===== src/sv/mme_div.sv =====
// Restoring divider, one quotient bit per cycle.
module mme_div #(
   parameter int DIVIDEND_W = 10,
   parameter int DIVISOR_W  = 6
) (
   input  logic                  clock,
   input  logic                  reset,
   input  logic                  start,
   input  logic [DIVIDEND_W-1:0] dividend,
   input  logic [DIVISOR_W-1:0]  divisor,
   output logic                  done,
   output logic [DIVIDEND_W-1:0] quotient,
   output logic [DIVISOR_W-1:0]  remainder
);

   localparam int CNT_W = $clog2(DIVIDEND_W + 1);

   logic                  busy_ff, busy_in;
   logic                  done_ff, done_in;
   logic [CNT_W-1:0]      cnt_ff, cnt_in;
   logic [DIVIDEND_W-1:0] quo_ff, quo_in;
   logic [DIVISOR_W-1:0]  rem_ff, rem_in;
   logic [DIVISOR_W:0]    partial;
   logic                  fits;

   assign partial = {rem_ff, quo_ff[DIVIDEND_W-1]};
   assign fits    = partial >= {1'b0, divisor};

   always_comb begin
      busy_in = busy_ff;
      done_in = 1'b0;
      cnt_in  = cnt_ff;
      quo_in  = quo_ff;
      rem_in  = rem_ff;
      if (start) begin
         busy_in = 1'b1;
         cnt_in  = CNT_W'(DIVIDEND_W);
         quo_in  = dividend;
         rem_in  = '0;
      end else if (busy_ff) begin
         quo_in = {quo_ff[DIVIDEND_W-2:0], fits};
         rem_in = fits ? DIVISOR_W'(partial - {1'b0, divisor}) : DIVISOR_W'(partial);
         cnt_in = cnt_ff - 1'b1;
         if (cnt_ff == CNT_W'(1)) begin
            busy_in = 1'b0;
            done_in = 1'b1;
         end
      end
   end

   always_ff @(posedge clock) begin
      if (reset) begin
         busy_ff <= 1'b0;
         done_ff <= 1'b0;
      end else begin
         busy_ff <= busy_in;
         done_ff <= done_in;
      end
   end

   always_ff @(posedge clock) begin
      cnt_ff <= cnt_in;
      quo_ff <= quo_in;
      rem_ff <= rem_in;
   end

   assign done      = done_ff;
   assign quotient  = quo_ff;
   assign remainder = rem_ff;

endmodule


===== config.mk =====
export PLATFORM = sky130hd
export DESIGN_NAME = mme_div
export DESIGN_NICKNAME = d
export VERILOG_FILES = /design/src/sv/mme_div.sv
export SDC_FILE = /design/constraint.sdc
export NUM_CORES = 1
export LEC_CHECK = 0
export ABC_AREA = 1
export BUFFER_PORTS_ARGS = -buffer_cell sky130_fd_sc_hd__buf_4
export CELL_PAD_IN_SITES_DETAIL_PLACEMENT = 1
export CELL_PAD_IN_SITES_GLOBAL_PLACEMENT = 1
export CORE_MARGIN = 3
export CORE_UTILIZATION = 37
export DETAILED_ROUTE_END_ITERATION = 8
export HOLD_SLACK_MARGIN = 0.05
export PLACE_DENSITY = 0.88
export SLEW_MARGIN = 10
export SYNTH_ARGS = -nofsm -noshare
export SYNTH_HDL_FRONTEND = slang
export SYNTH_SLANG_ARGS = --single-unit

===== constraint.sdc =====
create_clock -name clock -period 2.27 [get_ports clock]
set_input_delay 0.681 -clock clock [delete_from_list [all_inputs] [get_ports clock]]
set_output_delay 0.681 -clock clock [all_outputs]
set_load 0.005 [all_outputs]

==> run summary <==
Worst Skew: 0.00504 ns
Inserted Clock Buffers: 3
Max stage delay cell, worst path: ha_1
Max-cap viol count: 0
Worst path top cell family by delay: simple AND/OR/NAND/NOR gates
Core ar.: 3390 um2
Worst Path Buf+Inv: 2
Fmax: 542 MHz
Max_slew headroom: 0.700
Post-synth top cells: nand2_1, inv_1, dfxtp_1
Post-synthesis cell count: 174
Die Ht: 65.9 um
Die span in x: 65.9 um
CTS H-tree depth: 1
Initial Utilization: 0.392
Drt first pass iters: 4
Layout Utilization: 0.494
Final hold vios: 0
Lkg Pwr: 0.879 nW
Min cycle time layout: 1.85 ns
FF/Latch Area: 541 um2
Top cell by count, worst path: nand2_1
EDFF count, synth: 10
Unique cell type count in the Yosys netlist: 23
Die area: 4340 um2
Num rows: 21
CTS tree: built
Reg-to-reg setup timing slack: 0.51 ns
Yosys top cell by area: edfxtp_1
Worst setup EP type: flip-flop
Post-CTS setup buffer count: 0
Crit. path cell count: 8
Asr flop ratio synth: 0
Worst Path Max Fanout: 7
Resized Gates After CTS: 0
Reg2reg end: remainder[4]$_SDFFE_PP0P_
Min-delay worst type: reg -> reg
Clock Latency Late Sink: 0.31 ns
Top post-synthesis cells by area: edfxtp_1, nand2_1, dfxtp_1
Filler cells: 425
Clock root buffer: clkbuf_4
Dpl cell area: 1650 um2
Total Routing Usage GR: 0.170
Antenna violations before repair: 0
Inst Count DP: 254
Cell Area, Synth: 1330 um2
Final WL: 3480 um
Setup TNS: 0 ns
Final Cycle Share: 0.813
Drt drc: 0
RR Startpoint: quotient[9]$_DFFE_PP_
Layout Cells excl Fill: 258
Vias in the first global route: 1,184
Setup WS pre-CTS: 0.0770 ns
Maximum vdd ir drop: 398 uV
Via density: 4.81
Io pins: 36
Design area: 1670 um2
CTS Hold Bufs: 0
Multi-input combinational cell area: 678 um2
Crit path to: quotient[0]$_DFFE_PP_
Sequential area share after synthesis: 0.407
Yosys warning total: 0
Flops & latches, synth: 22
Leading register cell type out of synthesis: dfxtp_1
PwrDens: 622 nW/um2
CP required: 2.35 ns
Longest Clk Path Bufs: 2
Average size of a mapped cell: 7.63 um2
Worst Path Arrival: 1.93 ns
Hold depth: 2
CP max stage delay: 0.34 ns
Share of layout cells above drive strength 1: 0.236
CTS sink cnt: 22
Run status: finished clean
Synth-to-layout area growth: 26.1%
DR iter-0 viols: 36
Worst hold slack: 0.472 ns
Post-DRT Antenna Nets: 0
Crit path kind: in -> reg
Pin count of the biggest net entering global routing: 15
R2R cell count: 8
Power Total: 1.04 mW
Drt wl/cell: 13.5 um
Grt ovf: 0
Worst-path cell chain: buf_4 -> inv_1 -> ha_1 -> or2_2 -> nand3_2 -> nand3_4 -> nand2_1 -> nand2_1
Final-stage net count: 242
Port bufs: 35
First-pass GRT wire length: 5690 um
Critical Path Source Type: input port
Top-count cell post-synth: nand2_1
Area share of the largest cell type after synthesis: 0.226
Setup ws final: 0.424 ns
DP HPWL: 2750 um
Routability congestion estimate: 0.807
# diodes: 0
Routed vias: 1,241
Worst-path clk slew: 0.12 ns
Max-slew violation count: 0
Measured slew at the worst slew-check pin: 0.449 ns
Critical Path Source: divisor[2]
RSZ-0062 raised after global routing: false
Post-Syn Nets: 203
Final setup violation count: 0
cell families (layout without fill, tap and decap cells):
family                   after synthesis  count (layout)  synth area share
AND/OR/NAND/NOR                      105             105             0.365
buffers and inverters                 29              67            0.0820
adder cells (fa/ha/maj)               10              10            0.0999
flip-flops                            22              22             0.407
AO/OA/AOI/OAI                          6               6            0.0330
XOR/XNOR                               2               2            0.0132
layer usage:
metal | part of all wire | GRT usage | vias to the layer above
met4 | 0.016 | 0.0544 | 0
met3 | 0.028 | 0.0306 | 6
met5 | 0 | 0 | -
met2 | 0.51 | 0.288 | 19
li1 | - | - | 631
met1 | 0.44 | 0.218 | 585
cell type report:
type,count,area share
clock buffer,4,0.0157
inverter,27,0.0605
multi-input combinational,123,0.405
sequential,22,0.323
tap,46,0.0344
timing repair buffer,36,0.161
power by group:
group	leakage [nW]	switching, mW	internal [mW]
combinational	0.663	0.193	0.152
clock	0.0150	0.115	0.0686
sequential	0.201	0.0437	0.468
placed cells by master (no fill, tap or decap):
master    count
nand3_2       4
a21oi_4       1
or2_2         1
nand3_4       1
xor2_1        2
clkbuf_1      1
nor2_1        8
or2_4         1
or2_1         1
a22oi_1       1
nor2_2        2
dfxtp_1      12
nor4_1        1
o21ai_0       1
nand2_1      67
clkbuf_4      3
nand4_1       8
a21oi_1       3
inv_2         1
fa_1          1
inv_1        26
nand3_1      11
buf_4        36
ha_1          9
edfxtp_1     10
tightest hold or removal path, cell delays in order, from the launching register on:
cell	delay (ns)
dfxtp_1	0.35
nand2_1	0.05
nand3_1	0.05
flip-flops by register name, indices dropped and copies added, names as in the netlist:
register and flops:
busy_ff 1, cnt_ff 4, done 1, quotient 10, remainder 6
how the worst min path moves through the flow:
stage / from / end
floorplan: cnt_ff[3]$_SDFFE_PP1P_ / cnt_ff[3]$_SDFFE_PP1P_
global placement: cnt_ff[3]$_SDFFE_PP1P_ / cnt_ff[3]$_SDFFE_PP1P_
detailed placement: cnt_ff[3]$_SDFFE_PP1P_ / cnt_ff[3]$_SDFFE_PP1P_
CTS: cnt_ff[3]$_SDFFE_PP1P_ / cnt_ff[3]$_SDFFE_PP1P_
global route: cnt_ff[3]$_SDFFE_PP1P_ / cnt_ff[3]$_SDFFE_PP1P_
finish: cnt_ff[3]$_SDFFE_PP1P_ / cnt_ff[3]$_SDFFE_PP1P_
(Power assumes the default switching activity.)
