File: config.mk
export PLATFORM = sky130hd
export DESIGN_NAME = mme_mac
export DESIGN_NICKNAME = d
export VERILOG_FILES = /design/src/sv/mme_pkg.sv /design/src/sv/mme_mac.sv
export SDC_FILE = /design/constraint.sdc
export NUM_CORES = 1
export LEC_CHECK = 0
export ABC_AREA = 1
export BUFFER_PORTS_ARGS = -buffer_cell sky130_fd_sc_hd__buf_2
export CAP_MARGIN = 10
export CORE_UTILIZATION = 40
export DETAILED_ROUTE_END_ITERATION = 16
export GPL_ROUTABILITY_DRIVEN = 0
export PLACE_DENSITY_LB_ADDON = 0.3
export SYNTH_ARGS = -nofsm -noshare
export SYNTH_HDL_FRONTEND = slang
export SYNTH_SLANG_ARGS = --single-unit
File: constraint.sdc
create_clock -name clock -period 17.1 [get_ports clock]
set_input_delay 3.42 -clock clock [delete_from_list [all_inputs] [get_ports clock]]
set_output_delay 3.42 -clock clock [all_outputs]
set_load 0.005 [all_outputs]
File: src/sv/mme_pkg.sv
package mme_pkg;

   localparam int POS_W         = 10;
   localparam int CMD_W         = 2;
   localparam int OPER_IN_W     = 16;
   localparam int RESULT_W      = 32;
   localparam int DIM_REG_W     = 6;
   localparam int CSR_ADDR_W    = 4;
   localparam int CSR_DATA_W    = 32;
   localparam int ACC_W         = 42;  // holds +-2^40 clamp bound
   localparam int ACC_BOUND_BIT = 40;

   localparam logic [CMD_W-1:0] CMD_LOAD_A  = 2'd0;
   localparam logic [CMD_W-1:0] CMD_LOAD_B  = 2'd1;
   localparam logic [CMD_W-1:0] CMD_COMPUTE = 2'd2;

   localparam logic [1:0] CSR_ROW_COUNT   = 2'd0;
   localparam logic [1:0] CSR_INNER_COUNT = 2'd1;
   localparam logic [1:0] CSR_COL_COUNT   = 2'd2;

   localparam logic [DIM_REG_W-1:0] DIM_RESET = 6'd32;

   // accumulator pipeline control, aligned with store read data
   typedef struct packed {
      logic clear;
      logic valid;
      logic last;
   } mac_ctl_type;

endpackage

File: src/sv/mme_mac.sv
// Multiply stage, then clamped accumulate; saturates the final sum to Q16.16.
module mme_mac #(
   parameter int OPERAND_BITS = 16
) (
   input  logic                                 clock,
   input  logic                                 reset,
   input  mme_pkg::mac_ctl_type                 ctl,
   input  logic signed [OPERAND_BITS-1:0]       a_data,
   input  logic signed [OPERAND_BITS-1:0]       b_data,
   output logic                                 done,
   output logic signed [mme_pkg::RESULT_W-1:0]  product,
   output logic                                 saturated
);

   localparam int ACC_W  = mme_pkg::ACC_W;
   localparam int PROD_W = 2 * OPERAND_BITS;
   localparam int SUM_W  = ((ACC_W > PROD_W) ? ACC_W : PROD_W) + 1;
   localparam logic signed [SUM_W-1:0] BOUND =
      {{(SUM_W - mme_pkg::ACC_BOUND_BIT - 1){1'b0}}, 1'b1, {mme_pkg::ACC_BOUND_BIT{1'b0}}};
   localparam logic signed [ACC_W-1:0] Q_MAX = ACC_W'(32'sh7fffffff);
   localparam logic signed [ACC_W-1:0] Q_MIN = ACC_W'(32'sh80000000);

   logic signed [PROD_W-1:0] prod_ff;
   logic                     pvalid_ff, plast_ff;
   logic signed [ACC_W-1:0]  acc_ff, acc_in;
   logic                     done_ff;
   logic signed [SUM_W-1:0]  sum;

   assign sum = SUM_W'(acc_ff) + SUM_W'(prod_ff);

   always_comb begin
      acc_in = acc_ff;
      if (ctl.clear) begin
         acc_in = '0;
      end else if (pvalid_ff) begin
         if (sum > BOUND) begin
            acc_in = ACC_W'(BOUND);
         end else if (sum < -BOUND) begin
            acc_in = ACC_W'(-BOUND);
         end else begin
            acc_in = ACC_W'(sum);
         end
      end
   end

   always_ff @(posedge clock) begin
      prod_ff <= a_data * b_data;
      acc_ff  <= acc_in;
   end

   always_ff @(posedge clock) begin
      if (reset) begin
         pvalid_ff <= 1'b0;
         plast_ff  <= 1'b0;
         done_ff   <= 1'b0;
      end else begin
         pvalid_ff <= ctl.valid;
         plast_ff  <= ctl.valid & ctl.last;
         done_ff   <= pvalid_ff & plast_ff;
      end
   end

   always_comb begin
      saturated = 1'b0;
      product   = acc_ff[mme_pkg::RESULT_W-1:0];
      if (acc_ff > Q_MAX) begin
         saturated = 1'b1;
         product   = 32'sh7fffffff;
      end else if (acc_ff < Q_MIN) begin
         saturated = 1'b1;
         product   = 32'sh80000000;
      end
   end

   assign done = done_ff;

endmodule

==> run metrics, run 1 <==
clock latency on the worst-skew pair 350 ps; CP required 17330 ps; CTS tree built; max-slew violations 0; Reg clk slew, reported paths 60 ps; number of synthesized flops with an enable pin 0; most frequent cells in the layout nand2_1, inv_1, fa_1, nor2_1, ha_1; Hold Crit Class register to register; most common cell after layout, fill and taps aside nand2_1; Synth Instances 2483; post-route cell area 0.0180 mm2; Port Buffer Count 70; Worst Path Max Fanout 17; initial antenna violation count 0; Post-synth top flop dfxtp_1; vias in the first global route 15.2k; final hold viol count 0; post-synth net total 2907; die area 0.0434 mm2; Post-DP HPWL 37.0 mm; DR iter-0 viols 789; Initial DRT Pass Iterations 5; share of cells above drive strength 1 8.05%; Die X 208 um; Hold Crit Start plast_ff; Initial Util 40.6%; post-route ant nets 0; Core ar. 0.0419 mm2; Root Buffer clkbuf_16; Synth Area per Inst 6.86 um2; first-pass GRT wire length 75.6 mm; placed cell areas 0.0177 mm2; setup_tns 0 ps; Critical R2R Launch prod_ff[0]; Max Cap Violations 0; via count 14.6k; endpoints failing setup 0; drt via density 4.82; normalized max-slew margin 29.8%; Ys Warns 0; Max Fclk 0.112 GHz; Mapped Area 0.0170 mm2; RSZ-0062 raised after global routing no; largest net degree at the start of global routing 74; clock skew 6.65 ps; CTS resizes 0; WS Path Type input port to register; asr flop ratio synth 0%; Post-CTS Hold Fix Bufs 0; CTS max path bufs 2; number of remaining DRC errors 0; Die H 208 um; GRT Overall Usage 21.5%; Final #Nets 2905; # diodes 0; Tcrit/Tclk final 52.4%; post-synthesis cell type count 42; Routed WL per cell 14.6 um; worst slew pin tran 1050 ps; status finished, final reports clean; Inst Count DP 3008; H-tree levels 3; Crit. End Element register; gr ovfl total 0; Post-CTS Setup Bufs 0; Total Wirelength 44.1 mm; non-filler instance count after layout 3024; Yosys reg bits 77; Arr. time, crit path 9200 ps; I/O pins 71; crit path launch b_data[15]; row count 75; cts bufs inserted 9; crit path time final 8970 ps; post-synthesis sequential area ratio 9.05%; crit path launch type input port; Area growth, synth to finish 5.80%; clk sinks 77
-- sequential cells by signal, indices dropped and copies added (netlist names) --
| signal | count |
|---|---|
| acc_ff | 42 |
| prod_ff | 32 |
| done | 1 |
| plast_ff | 1 |
| pvalid_ff | 1 |
-- layer usage --
metal	up-vias	wire length, um	part of all wire, %	global-route usage [%]
li1	7164	-	-	-
met1	6989	19800	45	28.3
met2	357	21400	48	37.8
met3	66	2020	4.6	1.83
met4	0	877	2.0	5.62
met5	-	0	0	0
-- kinds of logic (layout without fill, tap and decap cells) --
kind of cell	count (synthesis)	count (layout)	synth area share, %
fa+ha+maj	387	387	40.0
buf+inv	744	746	16.8
xor+xnor	47	47	2.46
flops	77	77	9.05
simple gates	1047	1047	25.2
compound gates	181	181	6.54
-- metrics by stage --
stage | setup WS (ps) | util, % | hold slack (ps)
floorplan | 8060 | - | 404
global placement | 7840 | 42.2 | 412
detailed placement | 7740 | 42.2 | 417
CTS | 8110 | 42.9 | 426
global route | 7700 | 43.0 | 455
finish | 8130 | 43.0 | 420
-- worst paths after layout --
path | depth (start not counted) | slack (ps) | to
min reg2reg | 2 | 420 | done
min | 2 | 420 | done
max reg2reg | 20 | 13310 | acc_ff[8]
max | 21 | 8130 | prod_ff[31]
-- critical path, cell delays in order --
cell      delay, ps
buf_2            70
inv_1           270
or2_2           410
fa_1            510
fa_1            550
inv_1            50
fa_1            500
fa_1            510
fa_1            570
inv_1            60
fa_1            520
inv_1            50
ha_1            340
nand2_1         110
nor2_1          100
inv_1            60
o221ai_1        160
a21oi_1          90
o21ai_0         480
a31oi_1         180
xnor2_1         160
-- final cells by class --
cell class | instances | area, um2
Tap cell | 539 | 674
Timing Repair Buffer | 72 | 385
Inverter | 659 | 2470
Sequential cell | 77 | 1540
Multi-Input combinational cell | 1662 | 12600
Fill cell | 4375 | 23900
Clock buffer | 10 | 229
Clock inverter | 5 | 85.1
-- synth_stat cells (2+ instances only) --
cell type	n	area, um2
a31o_2	2	17.5
inv_1	654	2450
buf_1	3	11.3
nand2_2	47	294
nor2_1	154	578
nand3b_1	10	75.1
dfxtp_1	77	1540
ha_1	124	1550
xnor2_1	22	193
o221ai_1	2	17.5
nand3_1	51	255
a21oi_2	39	342
nand2_1	740	2780
nor3_1	8	40.0
a21oi_1	67	335
buf_2	2	10.0
inv_2	4	15.0
a21o_1	3	22.5
o21ai_0	52	260
o21bai_1	5	37.5
a31oi_1	2	12.5
clkbuf_1	76	285
buf_12	4	80.1
nand4_1	14	87.6
nor4_1	3	18.8
nand3_2	5	50.1
xor2_1	24	210
fa_1	263	5270
or2_2	3	18.8
nor3_2	3	30.0
o211ai_1	3	22.5
nor2_2	7	43.8
Power of run 1 is not shown: default switching activity piles up to over one toggle a cycle in this logic, so the estimate is an artifact.
==> run 2: changes to the inputs <==
==> constraint.sdc (replaced) <==
create_clock -name clock -period 8.9 [get_ports clock]
set_input_delay 1.78 -clock clock [delete_from_list [all_inputs] [get_ports clock]]
set_output_delay 1.78 -clock clock [all_outputs]
set_load 0.005 [all_outputs]
==> run 2 against run 1 <==
Critical path depth grew 1. Clock skew is essentially flat. Flip-flop and latch count is the same. Via count grew 0.19%. Register-to-register slack lost 8200 ps. Cell area shrank 0.15%. Largest cell class unchanged.
==> run metrics, run 2 (synthesis gave the netlist of run 1 again) <==
Critical R2R Launch prod_ff[0] (unchanged); DR iter-0 viols 867 (was 789); Initial DRT Pass Iterations 5 (unchanged); clk sinks 77 (unchanged); vias in the first global route 15.3k (was 15.2k); Biggest register acc_ff (unchanged); CTS max path bufs 2 (unchanged); Core ar. 0.0419 mm2 (unchanged); I/O pins 71 (unchanged); setup_tns 0 ps (unchanged); Port Buffer Count 70 (unchanged); Filler cells 4382 (was 4375); CTS resizes 0 (unchanged); Arr. time, crit path 7660 ps (was 9200 ps); Post-DP HPWL 37.0 mm (about the same); Root Buffer clkbuf_16 (unchanged); # diodes 0 (unchanged); die area 0.0434 mm2 (unchanged); initial antenna violation count 0 (unchanged); CTS tree built (unchanged); share of cells above drive strength 1 8.01% (was 8.05%); Final #Nets 2904 (was 2905); Area growth, synth to finish 5.64% (was 5.80%); Reg clk slew, reported paths 60 ps (about the same); gr ovfl total 0 (unchanged); Worst R2R End acc_ff[8] (unchanged); row count 75 (unchanged); most common cell after layout, fill and taps aside nand2_1 (unchanged); Routed WL per cell 14.5 um (was 14.6 um); max reg flops 42 (unchanged); Die X 208 um (unchanged); crit path launch type input port (unchanged); Tcrit/Tclk final 82.9%; largest net degree at the start of global routing 74 (unchanged); Worst Path Max Fanout 17 (unchanged); clock skew 6.62 ps (was 6.65 ps); Post-CTS Hold Fix Bufs 0 (unchanged); Crit. End Element register (unchanged); cts bufs inserted 9 (unchanged); via count 14.6k (about the same); number of remaining DRC errors 0 (unchanged); crit path capture prod_ff[29] (was prod_ff[31]); cells on worst reg2reg path 20 (unchanged); crit path time final 7380 ps; first-pass GRT wire length 74.9 mm (was 75.6 mm); normalized max-slew margin 20.5% (was 29.8%); worst slew pin tran 1190 ps (was 1050 ps); final hold viol count 0 (unchanged); most frequent cells in the layout nand2_1, inv_1, fa_1, nor2_1, ha_1 (unchanged); Hold Crit Class register to register (unchanged); Max Fclk 0.136 GHz; CP required 9180 ps (was 17330 ps); RSZ-0062 raised after global routing no (unchanged); Max Cap Violations 0 (unchanged); Post-CTS Setup Bufs 0 (unchanged); Hold Crit Start plast_ff (unchanged); H-tree levels 3 (unchanged); status finished, final reports clean (unchanged); endpoints failing setup 0 (unchanged); GRT Overall Usage 21.3% (was 21.5%); crit path launch b_data[15] (unchanged); clock latency on the worst-skew pair 350 ps (about the same); Initial Util 40.6% (unchanged); WS Path Type input port to register (unchanged); drt via density 4.83 (was 4.82); max-slew violations 0 (unchanged); post-route ant nets 0 (unchanged); top flop regs acc_ff: 42 flops, prod_ff: 32 flops (unchanged); Die H 208 um (unchanged); Total Wirelength 43.8 mm (was 44.1 mm); reg2reg setup slack 5070 ps (was 13310 ps)
run 2: worst min path at each step:
stage                       to  depth (start not counted)
after floorplan           done                          2
after global placement    done                          2
after detailed placement  done                          2
after CTS                 done                          2
after global routing      done                          2
final                     done                          2
run 2: routing by layer:
metal,routed length (um),share of wire (%),vias up,GRT usage [%]
li1,-,-,7170,-
met1,19500,45,6981,27.8
met2,21300,49,390,37.7
met3,2010,4.6,63,1.80
met4,892,2.0,0,5.85
met5,0,0,-,0
run 2: cell type report:
class	count	area (um2)	area share, %
multi-input cells	1662	12600	70.2
clock buffers	10	229	1.27
clock inverters	5	85.1	0.473
inverters	659	2470	13.7
repair buffers	71	358	1.99
well taps	539	674	3.75
flip-flops and latches	77	1540	8.57
run 2: per-stage QoR:
step                util (%)  hold slack (ps)  cell area (um2)  cells  worst slack [ps]
global route            42.9              437            18000   3023              1140
detailed placement      42.2              418            17700   3008              1160
CTS                     42.9              428            18000   3023              1530
global placement        42.2              412            17700   3008              1270
floorplan                  -              404            17000   2483              1500
finish                  42.9              423            18000   3023              1520
run 2: worst max-delay path: stages:
cell and delay [ps]:
buf_2 70, inv_1 270, or2_2 410, fa_1 510, fa_1 540, inv_1 50, fa_1 500, fa_1 510
fa_1 570, inv_1 60, fa_1 540, inv_1 40, ha_1 340, nand2_1 110, inv_1 60, nand2_1 50
o221ai_1 170, a21oi_1 120, o31ai_1 550, nand3_1 130, nand2_1 110, xor2_1 140
Power of run 2 is left out for the same reason.
